### config.mk
export PLATFORM = sky130hd
export DESIGN_NAME = ssic_ram
export DESIGN_NICKNAME = d
export VERILOG_FILES = /design/src/design/ssic_pkg.sv /design/src/design/ssic_ram.sv
export SDC_FILE = /design/constraint.sdc
export NUM_CORES = 2
export LEC_CHECK = 0
export BUFFER_PORTS_ARGS = -buffer_cell sky130_fd_sc_hd__buf_2
export CELL_PAD_IN_SITES_DETAIL_PLACEMENT = 0
export CELL_PAD_IN_SITES_GLOBAL_PLACEMENT = 1
export CORE_MARGIN = 2
export CORE_UTILIZATION = 55
export CTS_CLUSTER_SIZE = 12
export DETAILED_ROUTE_END_ITERATION = 8
export HOLD_SLACK_MARGIN = 0.06
export PLACE_DENSITY = 0.86
export RECOVER_POWER = 50
export SYNTH_ARGS = -nofsm -noshare
export SYNTH_HDL_FRONTEND = slang
export SYNTH_MEMORY_MAX_BITS = 65536
export SYNTH_SLANG_ARGS = --single-unit
### constraint.sdc
create_clock -name clk_i -period 3.5 [get_ports clk_i]
set_input_delay 0.7 -clock clk_i [delete_from_list [all_inputs] [get_ports clk_i]]
set_output_delay 0.7 -clock clk_i [all_outputs]
set_load 0.1 [all_outputs]
### src/design/ssic_pkg.sv
// ----------------------------------------------------------------------------
// ssic_pkg
// Shared types and constants of the sparse set intersection counter.
// ----------------------------------------------------------------------------
`default_nettype none

package ssic_pkg;

  // Width of an element value on the item channel.
  localparam int unsigned VAL_W = 9;

  // Width of the running hit count and its saturation value.
  localparam int unsigned COUNT_W = 16;
  localparam logic [COUNT_W-1:0] COUNT_MAX = {COUNT_W{1'b1}};

  // Default size of the value universe (depth of both stores).
  localparam int unsigned UNIVERSE_DEF = 512;

  // Item action codes.
  localparam logic ACT_ADD   = 1'b0;
  localparam logic ACT_PROBE = 1'b1;

endpackage : ssic_pkg

`default_nettype wire

### src/design/ssic_ram.sv
// ----------------------------------------------------------------------------
// ssic_ram
// Simple dual-port synchronous RAM: one write port, one read port with a
// registered read data output. Read data holds while no read is issued.
// ----------------------------------------------------------------------------
`default_nettype none

module ssic_ram #(
  parameter int unsigned DEPTH = ssic_pkg::UNIVERSE_DEF,
  parameter int unsigned WIDTH = ssic_pkg::VAL_W
) (
  input  wire logic                     clk_i,
  input  wire logic                     we_i,
  input  wire logic [$clog2(DEPTH)-1:0] waddr_i,
  input  wire logic [WIDTH-1:0]         wdata_i,
  input  wire logic                     re_i,
  input  wire logic [$clog2(DEPTH)-1:0] raddr_i,
  output logic      [WIDTH-1:0]         rdata_o
);

  logic [WIDTH-1:0] mem [DEPTH];

  always_ff @(posedge clk_i) begin
    if (we_i) begin
      mem[waddr_i] <= wdata_i;
    end
  end

  always_ff @(posedge clk_i) begin
    if (re_i) begin
      rdata_o <= mem[raddr_i];
    end
  end

endmodule : ssic_ram

`default_nettype wire

After elaboration in Yosys (flattened, before gate mapping):

Memories as Yosys holds them, arrays and structs flattened. A register that Yosys moved wholly into a read port is not among the register bits.
Cells that the tools add are included.

* register bits after elaboration: 0
* word-level logic and storage cells: 3
* output and inout bits: 9
* RAM bits: 4608
* memories: 1

Memory list
* mem: depth 512, width 9, rd ports 1, clocked after Yosys merged registers in 1, write ports 1, RTL line ssic_ram.sv:21 `logic [WIDTH-1:0] mem [DEPTH];`

* muxes and demuxes: 2

Operator list (number)
* $mux 1: 2

Longest topological paths before layout:

* depth in word-level cells: 2
* depth in mapped cells: 13

Worst setup path after synthesis:

Ideal clock, no wire load.

* path kind: input port to flip-flop
* start point: input raddr_i[0]
* end point: register rdata_o[0] (read register of mem), data pin
* slack: 0.624 ns
* arrival: 2.619 ns
* stages: 9
* path buffers: 4
* path through: buf_6 -> buf_12 -> buf_12 -> buf_4 -> mux4_2 -> mux4_2 -> o21ai_1 -> o21ai_1 -> and4bb_1

RTL lines
* start, declared: RTL line ssic_ram.sv:17 `input wire logic [$clog2(DEPTH)-1:0] raddr_i,`
* end, declared: RTL line ssic_ram.sv:18 `output logic [WIDTH-1:0] rdata_o`

Worst setup path after layout:

* start point: input waddr_i[2]
* end point: memory mem[199][5] in the netlist's numbering, enable pin

RTL lines
* start, declared: RTL line ssic_ram.sv:14 `input wire logic [$clog2(DEPTH)-1:0] waddr_i,`
* end, declared: RTL line ssic_ram.sv:21

Straight into the memory's write port.

==> run summary <==
## Synth
* 0 — Synth Warn #
* sky130_fd_sc_hd__edfxtp_1 77%, sky130_fd_sc_hd__mux4_2 9.4%, sky130_fd_sc_hd__mux2i_1 4.9% — biggest area contributors in the synthesized netlist
* 0% — share of flip-flops with an asynchronous set or reset after synthesis
* 8918 — syn nets
* 77.2% — portion of synthesized cell area occupied by the leading cell type
* 180000 um2 — post-synthesis instance area
* 50 — library cells used by synthesis
* sky130_fd_sc_hd__edfxtp_1 — ys flop type
* sky130_fd_sc_hd__edfxtp_1 — biggest area consumer among synthesized cells
* 8888 — Post-Syn Instances
* 4617 — number of synthesized flops with an enable pin
* 77.2% — Seq/Total Area, Yosys
* 4617 — synthesized flop and latch total
* 20.2 um2 — synthesized area divided by synthesized cell count

## Floorplanning
* 576 um — Die Ht
* 325000 um2 — area of the core region
* 55.4% — starting density of the core
* 209 — number of placement rows
* 39 — IO Count
* 576 um — Die W
* 331000 um2 — Die Footprint

## STA
* -158% — worst-case headroom to the max-slew limit
* 3.51 ns — clock period minus worst slack
* 3.87 ns — slew at the pin with the worst max-slew slack
* 0.0788 ns — Layout Skew
* 1302 — max-slew violations
* no — RSZ-0062 raised after global routing
* -0.0114 ns — final critical-path setup slack
* 285 MHz — maximum clock frequency
* -0.0422 ns — post-route setup TNS
* 0 — Final Hold Vio Count
* 100% — period utilization
* 6 — final setup violating endpoints

## Routing
* 0 — post-route ant nets
* 33.0 um — Wirelength per Cell
* 0 — number of remaining DRC errors
* 479000 um — post-detailed-routing wire length
* 97.6k — vias after detailed routing
* 15.7k — DRC violation total after the first TritonRoute iteration
* 6 — detailed-routing iteration count for the pre-antenna-repair pass
* 6.73 — detailed-route vias per instance

## Finish
* 20.6k — filler cell count in the final layout
* 14.3% — post-synthesis to final-layout area growth
* 4617 x sky130_fd_sc_hd__edfxtp_1, 914 x sky130_fd_sc_hd__buf_4, 879 x sky130_fd_sc_hd__mux2i_1, 747 x sky130_fd_sc_hd__mux4_2, 598 x sky130_fd_sc_hd__nor2_1 — commonest non-fill, non-tap cells in the layout
* 10.0k — Layout Nets
* 24.0% — ratio of cells with drive above 1 in the final layout
* 205000 um2 — design area
* sky130_fd_sc_hd__edfxtp_1 — commonest non-fill, non-tap cell in the layout

## Global routing
* 38.3% — met1 usage in global routing
* 28.6% — global router's overall resource usage
* 28 — initial antenna violation count
* 97.7k — number of global-route vias before repair
* 44.6% — Global Route met2 Usage
* 7.06% — met3 usage in global routing
* met2 — GRT busiest layer
* 129 — pin count of the biggest net entering global routing
* 0 — GR Overflow Total
* 686000 um — first-pass GRT wire length

## Clock tree
* sky130_fd_sc_hd__clkbuf_16 — clock tree root buffer cell
* 4617 — number of clock sinks
* 0.99 ns — clock latency on the worst-skew pair
* 0.06 ns — Clk pin slew, worst setup/hold paths
* 5 — H-Tree Level Count
* yes — TritonCTS clock tree
* 4 — Clock Tree Buf Depth
* 446 — number of buffers inserted during clock tree synthesis
* 0 — number of buffers added for setup after CTS

## Placement
* 193000 um2 — placed inst area
* 0.947 — global placer's final weighted congestion
* -0.951 ns — minimum setup slack after placement
* 301000 um — detailed-placement wirelength estimate
* 38 — PortBufs

## Worst setup path
* input port — Worst Setup Start Kind
* input port to register — Worst Path Class, Setup
* 4.21 ns — WP data arrival
* 4.20 ns — required time at the worst-slack endpoint
* 13 — critical path peak fanout
* register — crit path capture type
* 10 — Register-to-Register Path Depth

## Outcome
* finished, violations left — run status
* max-capacitance violations, max-slew violations, negative setup slack — violations in the final reports

## Power
* 539 nW/um2 — ratio of total power to cell area
* 0.111 W — overall power consumption
* 0.000674 V — worst ir drop on vdd
* 66.8 nW — Leak

## Hold path
* input port to register — path category of the worst min-delay check
* 1 — number of instances on the worst hold path

## Flow run
* 23 — total of max-cap violations

## power by group
group	switching, W	total [W]	internal [W]
registers	0.0000692	0.0610	0.0610
logic	0.00403	0.00624	0.00220
clock network	0.0196	0.0434	0.0238
## cell type report
type                       count  area [um2]  area share, %
clock buffer                 539       11600           5.66
tap                         4325        5410           2.64
clock inverter               105        1010          0.494
multi-input combinational   3705       37900           18.4
inverter                       4        22.5         0.0110
antenna                       14        35.0         0.0171
timing repair buffer        1204       10700           5.22
sequential                  4617      139000           67.5
## per-stage QoR
step | instances | util [%] | hold slack (ns)
after floorplan | 8888 | - | 0.799
after global placement | 13900 | 59.6 | 1.09
after detailed placement | 13900 | 59.6 | 1.09
after CTS | 14500 | 63.5 | 0.0818
after global routing | 14500 | 63.3 | 0.466
final | 14500 | 63.3 | 0.498
## layer usage
| layer | share of wire, % | vias up |
|---|---|---|
| li1 | - | 39200 |
| met1 | 35 | 49900 |
| met2 | 47 | 7294 |
| met3 | 13 | 1281 |
| met4 | 5.4 | 26 |
| met5 | 0.040 | - |
## synthesized netlist by cell type (61+ instances only)
library cell,n
sky130_fd_sc_hd__edfxtp_1,4617
sky130_fd_sc_hd__mux2i_1,879
sky130_fd_sc_hd__mux4_2,747
sky130_fd_sc_hd__nor2_1,601
sky130_fd_sc_hd__o221ai_1,425
sky130_fd_sc_hd__clkbuf_1,243
sky130_fd_sc_hd__a21oi_1,217
sky130_fd_sc_hd__o22ai_1,192
sky130_fd_sc_hd__o21ai_0,128
sky130_fd_sc_hd__nand2_1,125
sky130_fd_sc_hd__buf_4,85
sky130_fd_sc_hd__buf_2,84
sky130_fd_sc_hd__nand4_1,66
sky130_fd_sc_hd__buf_1,63
sky130_fd_sc_hd__buf_6,61
## flip-flops by register name (all words and copies together) (netlist names)
name and count:
rdata_o 9, mem 4608
## worst max-delay path, cell delays in order
cell	delay, ns
sky130_fd_sc_hd__clkbuf_1	0.24
sky130_fd_sc_hd__nand2_1	0.12
sky130_fd_sc_hd__nor2_1	0.04
sky130_fd_sc_hd__buf_4	0.17
sky130_fd_sc_hd__nand3_1	0.58
sky130_fd_sc_hd__clkbuf_1	1.55
sky130_fd_sc_hd__nor2_1	0.43
sky130_fd_sc_hd__buf_4	0.33
## cells by family (layout without fill, tap and decap cells)
logic type	after synthesis	in the layout	synth area share (%)
flip-flops	4617	4617	77.2
multiplexers	1643	1643	14.4
AO/OA/AOI/OAI	1102	1102	4.30
AND/OR/NAND/NOR	960	960	2.33
buffers and inverters	566	1852	1.85
other	0	14	0
## repair_timing
item / in CTS / in global routing
gates resized for setup: 0 / 1
hold endpoints to repair: 8 / 0
endpoints found under the setup margin: 0 / 1
hold buffers: 1 / 0
## path summary, 6_finish.rpt
kind                                            start               endpoint  slack, ns
worst max-delay path                       waddr_i[2]  mem[199][5]$_DFFE_PP_      -0.01
worst max register to register  mem[504][8]$_DFFE_PP_   rdata_o[8]$_DFFE_PP_       0.25
worst min register to register    mem[6][2]$_DFFE_PP_   rdata_o[2]$_DFFE_PP_       1.16
worst min-delay path                             re_i   rdata_o[3]$_DFFE_PP_       0.50
Note: power is estimated with default switching activity, not from simulation.
